<file path="config.mk">
export PLATFORM = sky130hd
export DESIGN_NAME = bounded_deque_with_search_flat
export DESIGN_NICKNAME = d
export VERILOG_FILES = /design/src/hw/rtl/bdq_pkg.sv /design/src/hw/rtl/bdq_chan_if.sv /design/src/hw/rtl/bdq_ctl.sv /design/src/hw/rtl/bdq_dp.sv /design/src/hw/rtl/bounded_deque_with_search.sv /design/src/flat_wrapper.sv
export SDC_FILE = /design/constraint.sdc
export NUM_CORES = 1
export LEC_CHECK = 0
export CAP_MARGIN = 20
export CORE_UTILIZATION = 30
export CTS_BUF_LIST = sky130_fd_sc_hd__clkbuf_8 sky130_fd_sc_hd__clkbuf_16
export DETAILED_ROUTE_END_ITERATION = 12
export DONT_BUFFER_PORTS = 1
export GPL_ROUTABILITY_DRIVEN = 1
export HOLD_SLACK_MARGIN = 0.06
export SLEW_MARGIN = 20
export SYNTH_ARGS = -nofsm -noshare
export SYNTH_HDL_FRONTEND = slang
export SYNTH_SLANG_ARGS = --single-unit
</file>
<file path="constraint.sdc">
create_clock -name clk -period 5.05 [get_ports clk]
set_clock_uncertainty 0.15 [all_clocks]
set_input_delay 1.01 -clock clk [delete_from_list [all_inputs] [get_ports clk]]
set_output_delay 1.01 -clock clk [all_outputs]
set_load 0.005 [all_outputs]
</file>
<file path="src/hw/rtl/bdq_pkg.sv">
`default_nettype none

package bdq_pkg;

  localparam int FUNC_W     = 3;
  localparam int WORD_W     = 32;
  localparam int STATUS_W   = 2;
  localparam int OCC_W      = 5;
  localparam int DEPTH_DEF  = 16;
  localparam int DATA_W_DEF = 32;

  typedef enum logic [FUNC_W-1:0] {
    FN_PUSH_FRONT = 3'd0,
    FN_PUSH_BACK  = 3'd1,
    FN_POP_FRONT  = 3'd2,
    FN_POP_BACK   = 3'd3,
    FN_PEEK_FRONT = 3'd4,
    FN_PEEK_BACK  = 3'd5,
    FN_FIND       = 3'd6,
    FN_REMOVE     = 3'd7
  } func_t;

  typedef enum logic [STATUS_W-1:0] {
    STS_OK    = 2'd0,
    STS_FULL  = 2'd1,
    STS_EMPTY = 2'd2
  } status_t;

  typedef enum logic [2:0] {
    S_IDLE,
    S_PUSH,
    S_READ,
    S_TAKE,
    S_SCAN,
    S_DONE
  } state_t;

  typedef struct packed {
    logic accept;
    logic push;
    logic read;
    logic take;
    logic scan;
    logic out_load;
  } ctl_cmd_t;

  typedef struct packed {
    logic scan_done;
    logic out_free;
  } dp_sts_t;

endpackage

`default_nettype wire

</file>
<file path="src/hw/rtl/bdq_chan_if.sv">
`default_nettype none

interface bdq_in_if;
  import bdq_pkg::*;

  logic              valid;
  logic              ready;
  logic [FUNC_W-1:0] func;
  logic [WORD_W-1:0] value;

  modport source (output valid, output func, output value, input ready);
  modport sink (input valid, input func, input value, output ready);
endinterface

interface bdq_out_if;
  import bdq_pkg::*;

  logic                valid;
  logic                ready;
  logic [WORD_W-1:0]   data_out;
  logic                found;
  logic [STATUS_W-1:0] status;
  logic [OCC_W-1:0]    occupancy;
  logic [OCC_W-1:0]    removed_count;

  modport source (output valid, output data_out, output found, output status,
                  output occupancy, output removed_count, input ready);
  modport sink (input valid, input data_out, input found, input status,
                input occupancy, input removed_count, output ready);
endinterface

`default_nettype wire

</file>
<file path="src/hw/rtl/bdq_ctl.sv">
`default_nettype none

module bdq_ctl (
  input  wire logic                     clk,
  input  wire logic                     rst_n,
  input  wire logic                     in_valid,
  input  wire logic [bdq_pkg::FUNC_W-1:0] in_func,
  output logic                          in_ready,
  input  wire bdq_pkg::dp_sts_t         sts,
  output bdq_pkg::ctl_cmd_t             cmd
);
  import bdq_pkg::*;

  state_t state_r, state_nxt;

  always_ff @(posedge clk) begin
    if (!rst_n) begin
      state_r <= S_IDLE;
    end else begin
      state_r <= state_nxt;
    end
  end

  always_comb begin
    state_nxt = state_r;
    cmd       = '0;
    in_ready  = 1'b0;
    case (state_r)
      S_IDLE: begin
        in_ready = 1'b1;
        if (in_valid) begin
          cmd.accept = 1'b1;
          case (func_t'(in_func))
            FN_PUSH_FRONT, FN_PUSH_BACK: state_nxt = S_PUSH;
            FN_POP_FRONT, FN_POP_BACK,
            FN_PEEK_FRONT, FN_PEEK_BACK: state_nxt = S_READ;
            FN_FIND, FN_REMOVE: state_nxt = S_SCAN;
            default: state_nxt = S_DONE;
          endcase
        end
      end
      S_PUSH: begin
        cmd.push  = 1'b1;
        state_nxt = S_DONE;
      end
      S_READ: begin
        cmd.read  = 1'b1;
        state_nxt = S_TAKE;
      end
      S_TAKE: begin
        cmd.take  = 1'b1;
        state_nxt = S_DONE;
      end
      S_SCAN: begin
        cmd.scan = 1'b1;
        if (sts.scan_done) begin
          state_nxt = S_DONE;
        end
      end
      S_DONE: begin
        if (sts.out_free) begin
          cmd.out_load = 1'b1;
          state_nxt    = S_IDLE;
        end
      end
      default: state_nxt = S_IDLE;
    endcase
  end

endmodule

`default_nettype wire

</file>
<file path="src/hw/rtl/bdq_dp.sv">
`default_nettype none

module bdq_dp #(
  parameter int DEPTH      = bdq_pkg::DEPTH_DEF,
  parameter int DATA_WIDTH = bdq_pkg::DATA_W_DEF
) (
  input  wire logic                         clk,
  input  wire logic                         rst_n,
  input  wire bdq_pkg::ctl_cmd_t            cmd,
  output bdq_pkg::dp_sts_t                  sts,
  input  wire logic [bdq_pkg::FUNC_W-1:0]   in_func,
  input  wire logic [bdq_pkg::WORD_W-1:0]   in_value,
  input  wire logic                         cfg_we,
  input  wire logic [bdq_pkg::WORD_W-1:0]   cfg_wdata,
  input  wire logic                         out_ready,
  output logic                              out_valid,
  output logic [bdq_pkg::WORD_W-1:0]        out_data,
  output logic                              out_found,
  output logic [bdq_pkg::STATUS_W-1:0]      out_status,
  output logic [bdq_pkg::OCC_W-1:0]         out_occupancy,
  output logic [bdq_pkg::OCC_W-1:0]         out_removed
);
  import bdq_pkg::*;

  localparam int PW = $clog2(DEPTH);
  localparam int CW = $clog2(DEPTH + 1);

  logic [DATA_WIDTH-1:0] mem [DEPTH];
  logic [DATA_WIDTH-1:0] rd_data_r;
  logic                  mem_we;
  logic [PW-1:0]         mem_waddr;
  logic [DATA_WIDTH-1:0] mem_wdata;
  logic                  rd_en;
  logic [PW-1:0]         rd_addr;

  logic [PW-1:0]         front_r, front_nxt;
  logic [CW-1:0]         count_r, count_nxt;
  logic [WORD_W-1:0]     key_mask_r;
  func_t                 func_r, func_nxt;
  logic [DATA_WIDTH-1:0] value_r, value_nxt;
  logic [CW-1:0]         issue_r, issue_nxt;
  logic [CW-1:0]         kept_r, kept_nxt;
  logic [CW-1:0]         removed_r, removed_nxt;
  logic                  cmp_v_r, cmp_v_nxt;
  logic                  hit_r, hit_nxt;
  logic [DATA_WIDTH-1:0] res_data_r, res_data_nxt;
  logic                  res_found_r, res_found_nxt;
  status_t               res_status_r, res_status_nxt;
  logic                  out_valid_r, out_valid_nxt;

  logic                  issue_more;
  logic                  is_match;
  logic                  scan_done;

  function automatic logic [PW-1:0] slot_of(logic [PW-1:0] base, logic [CW-1:0] off);
    logic [PW:0] s;
    s = {1'b0, base} + (PW+1)'(off);
    if (s >= (PW+1)'(DEPTH)) begin
      s = s - (PW+1)'(DEPTH);
    end
    return s[PW-1:0];
  endfunction

  assign issue_more = issue_r < count_r;
  assign is_match   = ((rd_data_r ^ value_r) & DATA_WIDTH'(key_mask_r)) == '0;
  assign scan_done  = hit_r || (!issue_more && !cmp_v_r);

  assign sts.scan_done = scan_done;
  assign sts.out_free  = !out_valid_r || out_ready;

  always_ff @(posedge clk) begin
    if (mem_we) begin
      mem[mem_waddr] <= mem_wdata;
    end
    if (rd_en) begin
      rd_data_r <= mem[rd_addr];
    end
  end

  always_comb begin
    front_nxt      = front_r;
    count_nxt      = count_r;
    func_nxt       = func_r;
    value_nxt      = value_r;
    issue_nxt      = issue_r;
    kept_nxt       = kept_r;
    removed_nxt    = removed_r;
    cmp_v_nxt      = cmp_v_r;
    hit_nxt        = hit_r;
    res_data_nxt   = res_data_r;
    res_found_nxt  = res_found_r;
    res_status_nxt = res_status_r;
    out_valid_nxt  = out_valid_r && !out_ready;
    mem_we         = 1'b0;
    mem_waddr      = '0;
    mem_wdata      = value_r;
    rd_en          = 1'b0;
    rd_addr        = '0;

    if (cmd.accept) begin
      func_nxt       = func_t'(in_func);
      value_nxt      = DATA_WIDTH'(in_value);
      issue_nxt      = '0;
      kept_nxt       = '0;
      removed_nxt    = '0;
      cmp_v_nxt      = 1'b0;
      hit_nxt        = 1'b0;
      res_data_nxt   = '0;
      res_found_nxt  = 1'b0;
      res_status_nxt = STS_OK;
    end

    if (cmd.push) begin
      if (count_r == CW'(DEPTH)) begin
        res_status_nxt = STS_FULL;
      end else begin
        mem_we    = 1'b1;
        count_nxt = count_r + 1'b1;
        if (func_r == FN_PUSH_FRONT) begin
          front_nxt = (front_r == '0) ? PW'(DEPTH - 1) : front_r - 1'b1;
          mem_waddr = front_nxt;
        end else begin
          mem_waddr = slot_of(front_r, count_r);
        end
      end
    end

    if (cmd.read) begin
      if (count_r == '0) begin
        res_status_nxt = STS_EMPTY;
      end else begin
        rd_en = 1'b1;
        if (func_r == FN_POP_FRONT || func_r == FN_PEEK_FRONT) begin
          rd_addr = front_r;
        end else begin
          rd_addr = slot_of(front_r, count_r - 1'b1);
        end
      end
    end

    if (cmd.take && count_r != '0) begin
      res_data_nxt  = rd_data_r;
      res_found_nxt = 1'b1;
      if (func_r == FN_POP_FRONT) begin
        front_nxt = slot_of(front_r, CW'(1));
        count_nxt = count_r - 1'b1;
      end else if (func_r == FN_POP_BACK) begin
        count_nxt = count_r - 1'b1;
      end
    end

    // one read issued per cycle, compared in the next cycle; compaction writes
    // land at or behind the read index
    if (cmd.scan) begin
      if (scan_done) begin
        if (func_r == FN_REMOVE) begin
          count_nxt = kept_r;
        end
      end else begin
        cmp_v_nxt = issue_more;
        if (issue_more) begin
          rd_en     = 1'b1;
          rd_addr   = slot_of(front_r, issue_r);
          issue_nxt = issue_r + 1'b1;
        end
        if (cmp_v_r) begin
          if (is_match) begin
            if (func_r == FN_REMOVE) begin
              removed_nxt = removed_r + 1'b1;
            end else begin
              hit_nxt       = 1'b1;
              res_data_nxt  = rd_data_r;
              res_found_nxt = 1'b1;
            end
          end else if (func_r == FN_REMOVE) begin
            mem_we    = 1'b1;
            mem_waddr = slot_of(front_r, kept_r);
            mem_wdata = rd_data_r;
            kept_nxt  = kept_r + 1'b1;
          end
        end
      end
    end

    if (cmd.out_load) begin
      out_valid_nxt = 1'b1;
    end
  end

  always_ff @(posedge clk) begin
    if (!rst_n) begin
      front_r     <= '0;
      count_r     <= '0;
      key_mask_r  <= '1;
      out_valid_r <= 1'b0;
      cmp_v_r     <= 1'b0;
      hit_r       <= 1'b0;
      issue_r     <= '0;
      kept_r      <= '0;
      removed_r   <= '0;
    end else begin
      front_r     <= front_nxt;
      count_r     <= count_nxt;
      out_valid_r <= out_valid_nxt;
      cmp_v_r     <= cmp_v_nxt;
      hit_r       <= hit_nxt;
      issue_r     <= issue_nxt;
      kept_r      <= kept_nxt;
      removed_r   <= removed_nxt;
      if (cfg_we) begin
        key_mask_r <= cfg_wdata;
      end
    end
  end

  always_ff @(posedge clk) begin
    func_r       <= func_nxt;
    value_r      <= value_nxt;
    res_data_r   <= res_data_nxt;
    res_found_r  <= res_found_nxt;
    res_status_r <= res_status_nxt;
    if (cmd.out_load) begin
      out_data      <= WORD_W'(res_data_r);
      out_found     <= res_found_r;
      out_status    <= res_status_r;
      out_occupancy <= OCC_W'(count_r);
      out_removed   <= OCC_W'(removed_r);
    end
  end

  assign out_valid = out_valid_r;

endmodule

`default_nettype wire

</file>
<file path="src/hw/rtl/bounded_deque_with_search.sv">
`default_nettype none
// channel  dir  fields
// in_ch    in   func, value
// out_ch   out  data_out, found, status, occupancy, removed_count
// cfg_*    in   key_mask write (cfg_we, cfg_wdata)
//
// One request in flight. Push writes the RAM in its own state; pop/peek read
// the RAM, then take the word. Find/remove: one entry per cycle through the
// single read port of the entry RAM; find stops at the first match.
// A new request is taken while the last response waits in the output
// register; a stalled response holds the next one in the done state.
// Reset (rst_n low, synchronous) empties the queue and sets key_mask to all ones.

module bounded_deque_with_search #(
  parameter int DEPTH      = bdq_pkg::DEPTH_DEF,
  parameter int DATA_WIDTH = bdq_pkg::DATA_W_DEF
) (
  input  wire logic                       clk,
  input  wire logic                       rst_n,
  bdq_in_if.sink                          in_ch,
  bdq_out_if.source                       out_ch,
  input  wire logic                       cfg_we,
  input  wire logic [bdq_pkg::WORD_W-1:0] cfg_wdata
);
  import bdq_pkg::*;

  ctl_cmd_t cmd;
  dp_sts_t  sts;

  bdq_ctl u_ctl (
    .clk      (clk),
    .rst_n    (rst_n),
    .in_valid (in_ch.valid),
    .in_func  (in_ch.func),
    .in_ready (in_ch.ready),
    .sts      (sts),
    .cmd      (cmd)
  );

  bdq_dp #(
    .DEPTH      (DEPTH),
    .DATA_WIDTH (DATA_WIDTH)
  ) u_dp (
    .clk           (clk),
    .rst_n         (rst_n),
    .cmd           (cmd),
    .sts           (sts),
    .in_func       (in_ch.func),
    .in_value      (in_ch.value),
    .cfg_we        (cfg_we),
    .cfg_wdata     (cfg_wdata),
    .out_ready     (out_ch.ready),
    .out_valid     (out_ch.valid),
    .out_data      (out_ch.data_out),
    .out_found     (out_ch.found),
    .out_status    (out_ch.status),
    .out_occupancy (out_ch.occupancy),
    .out_removed   (out_ch.removed_count)
  );

endmodule

`default_nettype wire

</file>
<file path="src/flat_wrapper.sv">
// flat-port wrapper written by rule: the top's interface ports become plain ports
module bounded_deque_with_search_flat import bdq_pkg::*;
#(
  parameter int DEPTH      = bdq_pkg::DEPTH_DEF,
  parameter int DATA_WIDTH = bdq_pkg::DATA_W_DEF
)
  (clk, rst_n, cfg_we, cfg_wdata, in_ch_valid, in_ch_func, in_ch_value, in_ch_ready, out_ch_valid, out_ch_data_out, out_ch_found, out_ch_status, out_ch_occupancy, out_ch_removed_count, out_ch_ready);
  bdq_in_if in_ch_i ();
  bdq_out_if out_ch_i ();
  input  wire logic clk;
  input  wire logic rst_n;
  input  wire logic cfg_we;
  input  wire logic [bdq_pkg::WORD_W-1:0] cfg_wdata;
  input wire logic [$bits(in_ch_i.valid)-1:0] in_ch_valid;
  input wire logic [$bits(in_ch_i.func)-1:0] in_ch_func;
  input wire logic [$bits(in_ch_i.value)-1:0] in_ch_value;
  output wire logic [$bits(in_ch_i.ready)-1:0] in_ch_ready;
  output wire logic [$bits(out_ch_i.valid)-1:0] out_ch_valid;
  output wire logic [$bits(out_ch_i.data_out)-1:0] out_ch_data_out;
  output wire logic [$bits(out_ch_i.found)-1:0] out_ch_found;
  output wire logic [$bits(out_ch_i.status)-1:0] out_ch_status;
  output wire logic [$bits(out_ch_i.occupancy)-1:0] out_ch_occupancy;
  output wire logic [$bits(out_ch_i.removed_count)-1:0] out_ch_removed_count;
  input wire logic [$bits(out_ch_i.ready)-1:0] out_ch_ready;
  assign in_ch_i.valid = in_ch_valid;
  assign in_ch_i.func = in_ch_func;
  assign in_ch_i.value = in_ch_value;
  assign in_ch_ready = in_ch_i.ready;
  assign out_ch_valid = out_ch_i.valid;
  assign out_ch_data_out = out_ch_i.data_out;
  assign out_ch_found = out_ch_i.found;
  assign out_ch_status = out_ch_i.status;
  assign out_ch_occupancy = out_ch_i.occupancy;
  assign out_ch_removed_count = out_ch_i.removed_count;
  assign out_ch_i.ready = out_ch_ready;
  bounded_deque_with_search #(.DEPTH(DEPTH), .DATA_WIDTH(DATA_WIDTH)) u_core (.clk(clk), .rst_n(rst_n), .in_ch(in_ch_i), .out_ch(out_ch_i), .cfg_we(cfg_we), .cfg_wdata(cfg_wdata));
endmodule
</file>
Yosys cells after proc, flatten, opt, wreduce, memory -nomap -nowiden
Memories as Yosys holds them, arrays and structs flattened. A register that Yosys moved wholly into a read port is not among the register bits.
Index checks and enable logic that the tools add are counted.

operators by class
  add/sub/neg operators = 16
  multipliers = 0
  div/mod/pow operators = 0
  $lt $le $gt $ge = 6
  eq/ne operators = 13
  shift-type cells = 0
  muxes and demuxes = 110
  bitwise gates (word level) = 2
  reduce and logical (&&, ||, !) cells = 18

operators by type and width
  kind                                                                count
  32-bit two-way mux                                                  12
  5-bit two-way mux                                                   24
  4-bit two-way mux                                                   25
  1-bit two-way mux                                                   40
  32-bit bitwise AND                                                  1
  32-bit logical NOT                                                  1
  32-bit bitwise XOR                                                  1
  5-bit >= comparator, second input constant                          5
  4-bit by 1-bit subtractor with 4-bit output, second input constant  6
  4-bit by 5-bit adder with 5-bit output                              4
  5-bit by 1-bit adder with 5-bit output, second input constant       4
  3-bit case mux with 5 select lines                                  1
  3-bit by 2-bit == test with 1-bit output, second input constant     4
  3-bit == test, second input constant                                4
  2-bit two-way mux                                                   5
  3-bit two-way mux                                                   3
  3-bit logical NOT                                                   2
  4-bit by 1-bit adder with 5-bit output, second input constant       1
  5-bit == test, second input constant                                1
  5-bit logical NOT                                                   1
  5-bit < comparator                                                  1
  5-bit nonzero test                                                  1
  5-bit by 1-bit subtractor with 5-bit output, second input constant  1
  1-bit logical NOT                                                   4
  8 further kinds                                                     13

word-level totals
  register bits after elaboration = 177
  bits in latches = 0
  bits in writable memories = 512
  memory bits (read-only) = 24
  input port bits = 72
  output and inout bits = 47
  word-level logic and storage cells = 187
  memories kept = 2

memory list
  name             words  bits a word  read ports  clocked after Yosys merged registers in  write ports  RTL line       RTL
  u_core.u_dp.mem  16     32           1           1                                        1            bdq_dp.sv:28   logic [DATA_WIDTH-1:0] mem [DEPTH];
  (no name shown)  8      3            1           0                                        0            bdq_ctl.sv:33  case (func_t'(in_func))

Depth between registers and ports, before layout
  depth after elaboration = 11
  gate-level depth with buffers = 14
  gate-level depth less buffers = 11

Modules after synthesis
From an unflattened synthesis, not the netlist that was laid out.

unflattened totals
  cells, all modules = 2048
  area total of the unflattened synthesis = 29165.5 µm²

by module, submodules not included
  module   times used  cells each  area each (µm²)  seq. area each (µm²)
  bdq_dp   1           2012        28857.7          20619.8
  bdq_ctl  1           36          307.8            60.1

Worst setup path after synthesis
OpenSTA, ideal clock, no wires.

  kind = register -> register
  from = register u_core.u_dp.value_r[2]
  to = memory u_core.u_dp.mem[9][0] (netlist name), enable pin
  setup time = 425 ps
  data arrival time = 3391 ps
  required time = 4475 ps
  setup slack = 1084 ps
  cell stages (with the launch flop) = 9
  buffers on the path = 1
  period minus slack after synthesis = 3966 ps
  cell sequence = edfxtp_1 -> xor2_1 -> a22oi_1 -> nand4_1 -> nor4_1 -> buf_2 -> nor3b_1 -> or3_1 -> nor2b_1

between the ends
  word-level cells in the longest chain between the ends = 9
  elaborated cells between the ends (all ways) = 13
  classes of those cells = mux (10); bitwise (2); reduce/logical (1)

RTL lines
  element                                  RTL line       RTL
  from (decl)                              bdq_dp.sv:40   logic [DATA_WIDTH-1:0] value_r, value_nxt;
  from (signal assigned)                   bdq_dp.sv:218  value_r <= value_nxt;
  32-bit bitwise XOR *                     bdq_dp.sv:65   assign is_match = ((rd_data_r ^ value_r) & DATA_WIDTH'(key_mask_r)) == '0;
  32-bit bitwise AND *                     bdq_dp.sv:65
  32-bit logical NOT *                     bdq_dp.sv:65
  1-bit two-way mux                        bdq_dp.sv:167  if (is_match) begin
  1-bit two-way mux                        bdq_dp.sv:166  if (cmp_v_r) begin
  1-bit two-way mux                        bdq_dp.sv:155  if (scan_done) begin
  1-bit two-way mux                        bdq_dp.sv:154  if (cmd.scan) begin
  1-bit two-way mux                        bdq_dp.sv:72   if (mem_we) begin
  1-bit two-way mux (implied by the code)  bdq_dp.sv:73   mem[mem_waddr] <= mem_wdata;
  to (decl)                                bdq_dp.sv:28

Mark *: on every way between the ends. The rest lies on a longest branch, timed or not.

Worst setup path after layout
  from = register u_core.u_dp.count_r[2]
  to = register u_core.u_dp.rd_data_r[26], read port of u_core.u_dp.mem (data pin)

between the ends
  word-level cells in the longest chain between the ends = 10
  elaborated cells between the ends (all ways) = 21
  classes of those cells = add/sub (3); order compare (2); mux (12); reduce/logical (4)

RTL lines
  element                                                                             RTL line                    RTL
  from (decl)                                                                         bdq_dp.sv:37                logic [CW-1:0] count_r, count_nxt;
  from (signal assigned)                                                              bdq_dp.sv:203               count_r <= count_nxt;
  5-bit by 1-bit subtractor with 5-bit output                                         bdq_dp.sv:136               rd_addr = slot_of(front_r, count_r - 1'b1);
  4-bit by 5-bit adder with 5-bit output                                              bdq_dp.sv:57                s = {1'b0, base} + (PW+1)'(off);
  4-bit by 1-bit subtractor with 4-bit output or 5-bit >= comparator (tied branches)  bdq_dp.sv:59, bdq_dp.sv:58
  4-bit two-way mux                                                                   bdq_dp.sv:58                if (s >= (PW+1)'(DEPTH)) begin
  4-bit two-way mux                                                                   bdq_dp.sv:133               if (func_r == FN_POP_FRONT || func_r == FN_PEEK_FRONT) begin
  4-bit two-way mux                                                                   bdq_dp.sv:129               if (count_r == '0) begin
  4-bit two-way mux                                                                   bdq_dp.sv:128               if (cmd.read) begin
  4-bit two-way mux                                                                   bdq_dp.sv:161               if (issue_more) begin
  4-bit two-way mux                                                                   bdq_dp.sv:155
  4-bit two-way mux                                                                   bdq_dp.sv:154
  to (decl)                                                                           bdq_dp.sv:29                logic [DATA_WIDTH-1:0] rd_data_r;

Parallel ways exist; a longest one is shown, timed or not.
A chain may end at the register's enable or synchronous reset.

==> metrics.log <==
INFO  metric synth-adder-area-share = 1.367%
INFO  metric drc = 0
INFO  metric drt-total-wl = 77,490 um
INFO  metric setup_repair_after_global_routing_missed_its_margin = false
INFO  metric tritoncts.num_buffers = 68
INFO  metric max-clock-path-buffers = 3
INFO  metric maxSlewHeadroom = 22.53%
INFO  metric netlist_instances = 2,149
INFO  metric dpl_wire_length = 43,720 um
INFO  metric cts.sinks = 721
INFO  metric num_io_pins = 119
INFO  metric first_global_vias = 17,969
INFO  metric finalCriticalPeriod = 4215 ps
INFO  metric worst-slew-pin-transition = 1162 ps
INFO  metric synth_top_family_by_area = simple AND/OR/NAND/NOR gates
INFO  metric setup-tns-final = 0 ps
INFO  metric vdd_drop_max = 0.2355 mV
INFO  metric number_of_enable_type_register_cells_in_the_synthesized_netlist = 624
INFO  metric routed-via-count = 18,053
INFO  metric die_y = 316.4 um
INFO  metric postSynthAreaPerCell = 13.80 um2
INFO  metric type_of_the_setup_path_with_the_least_slack = register to register
INFO  metric max_clock_freq = 0.2372 GHz
INFO  metric synth.most_common_cell = edfxtp_1
INFO  metric cts_repair_resize_count = 0
INFO  metric std_cell_rows = 114
INFO  metric grt.total_usage = 15.28%
INFO  metric clkSlewWorstSetupHoldPaths = 60 ps
INFO  metric hp-class = register to register
INFO  metric drive_gt1_share = 15.41%
INFO  metric gr-total-overflow = 0
INFO  metric synthTopCellsByCount = edfxtp_1 (624), nand3_1 (297), o21ai_0 (203), o211ai_1 (129), mux2_2 (112)
INFO  metric synth_compound_gate_area_share = 9.049%
INFO  metric netlist.area_leader.share = 63.21%
INFO  metric total_leakage_power = 11.21 nW
INFO  metric syn-num-nets = 2,251
INFO  metric via_to_cell_ratio = 5.182
INFO  metric synth-simple-area-share = 9.201%
INFO  metric dr.pass1.iters = 7
INFO  metric summed_area_of_non_filler_cells_in_the_final_layout = 33,910 um2
INFO  metric slew_viol_final = 0
INFO  metric report.final.hold_viol_count = 0
INFO  metric core_area = 97,280 um2
INFO  metric count_of_nets_after_finishing = 2,254
INFO  metric cp-end-kind = register
INFO  metric initialDrtViolationCount = 1,666
INFO  metric post_synth_xor_area_fraction = 1.524%
INFO  metric syn_area = 29,650 um2
INFO  metric cts_h_tree_depth = 3
INFO  metric place_congestion = 0.8153
INFO  metric clkLatencyLatePin = 620 ps
INFO  metric final-setup-viol-count = 0
INFO  metric yosys_most_used_dff = edfxtp_1
INFO  metric post_synth_main_area_contributors = edfxtp_1 (63%), dfxtp_1 (6.6%), nand3_1 (5.0%), mux2_2 (4.3%), o21ai_0 (3.4%)
INFO  metric synthToLayoutAreaGrowth = 14.38%
INFO  metric grt_pass1_wl = 114,400 um
INFO  metric holdBufCountCts = 0
INFO  metric critical_path_arrival = 4530 ps
INFO  metric place.port_buffers = 0
INFO  metric die_width = 316.4 um
INFO  metric yosys_cell_types = 67
INFO  metric status = finished, final reports clean
INFO  metric synth_mux_area_share = 6.293%
INFO  metric cts.repair_timing.setup_buffer_count = 0
INFO  metric yosys_warnings = 0
INFO  metric timing.critical_path.fanout_max = 17
INFO  metric async_set_reset_flop_share_out_of_synthesis = 0%
INFO  metric cts-root-buf = clkbuf_16
INFO  metric power_per_cell_area = 442.3 nW/um2
INFO  metric fraction_of_the_cycle_the_final_worst_path_needs = 83.47%
INFO  metric clock_tree_from_tritoncts = done
INFO  metric initial_core_util = 30.48%
INFO  metric antenna_found_initial = 1
INFO  metric antenna_left = 0
INFO  metric routed_wire_length_per_instance = 22.24 um
INFO  metric timing.critical_path.required = 5370 ps
INFO  metric ys_ff_latch = 721
INFO  metric sequential_share_of_the_synthesized_area = 69.76%
INFO  metric placed_cell_area = 31,650 um2
INFO  metric grt_max_degree = 130
INFO  metric die_area = 100,100 um2
INFO  metric synth.largest_area_cell = edfxtp_1
INFO  metric maxCapViolCount = 0
INFO  metric worst_setup_path_start_kind = register
==> report_power, final <==
group	switching (mW)	total [mW]	internal, mW
Clock	2.24	5.17	2.93
Sequential	0.277	7.49	7.21
Combinational	1.58	2.34	0.759
==> final cells by class <==
class	instances	area, um2
Sequential cell	721	20680
Multi-Input combinational cell	1224	8378
Tap cell	1276	1597
Fill cell	9243	63370
Clock inverter	48	385.4
Inverter	55	206.4
Antenna cell	1	2.502
Timing Repair Buffer	82	790.8
Clock buffer	77	1871
==> registers in the layout, indices dropped and copies added, names as in the netlist, 32 cells and up <==
signal                  cells
u_core.u_dp.rd_data_r      32
u_core.u_dp.out_data       32
u_core.u_dp.mem           512
u_core.u_dp.res_data_r     32
u_core.u_dp.key_mask_r     32
u_core.u_dp.value_r        32
==> through the flow <==
stage	worst slack (ps)	util, %	std cells	hold slack, ps	power (mW)
5_1_grt	629.0	34.86	3483	282.2	15.56
6_report	834.7	34.86	3484	271.7	15.00
3_3_place_gp	975.2	32.53	3358	263.8	9.864
2_1_floorplan	1084	-	2149	257.9	8.991
3_5_place_dp	871.7	32.53	3358	265.8	9.941
4_1_cts	860.8	34.85	3483	277.9	15.10
==> routing by layer <==
metal  global-route usage, %  up-vias  wire length, um
li1                        -     8246                -
met3                   2.511      123             5128
met1                   19.44     8993            32050
met5                       0        -               13
met4                   4.983        2             1850
met2                   26.36      689            38450
==> final timing paths <==
path                              startpoint  slack (ps)                         to  cells after the start
hold / removal    u_core.u_dp.res_data_r[20]         270   u_core.u_dp.out_data[20]                      0
setup / recovery      u_core.u_dp.count_r[2]         830  u_core.u_dp.rd_data_r[26]                     11
setup reg to reg      u_core.u_dp.count_r[2]         830  u_core.u_dp.rd_data_r[26]                     11
hold reg to reg   u_core.u_dp.res_data_r[20]         270   u_core.u_dp.out_data[20]                      0
==> critical path: stages, from the launching register on <==
cell	delay [ps]
dfxtp_1	560
inv_1	170
ha_1	330
a21o_1	180
a31oi_1	490
o211ai_2	150
buf_4	240
o22ai_1	320
a21boi_4	740
buf_4	450
o211ai_1	140
nand4_1	120
==> kinds of logic after synthesis <==
| group | after synthesis |
|---|---|
| AOI/OAI and AO/OA | 429 |
| adders and majority gates | 30 |
| buffers and inverters | 204 |
| DFF | 721 |
| and+or+nand+nor | 545 |
| xor gates and xnor gates | 50 |
| muxes | 170 |
==> cell usage in the layout, fill, tap and decap left out, drive strengths merged, types with 15 or more instances in the layout <==
| cell type | count |
|---|---|
| clkinv | 22 |
| nor2 | 45 |
| nand3 | 297 |
| nand4 | 40 |
| and3 | 15 |
| nand2 | 101 |
| buf | 82 |
| a21oi | 25 |
| edfxtp | 624 |
| o211ai | 130 |
| mux2 | 131 |
| dfxtp | 97 |
| inv | 72 |
| ha | 26 |
| clkbuf | 77 |
| o21ai | 205 |
| xor2 | 41 |
| a22oi | 19 |
| mux2i | 39 |
(Power assumes the default switching activity.)
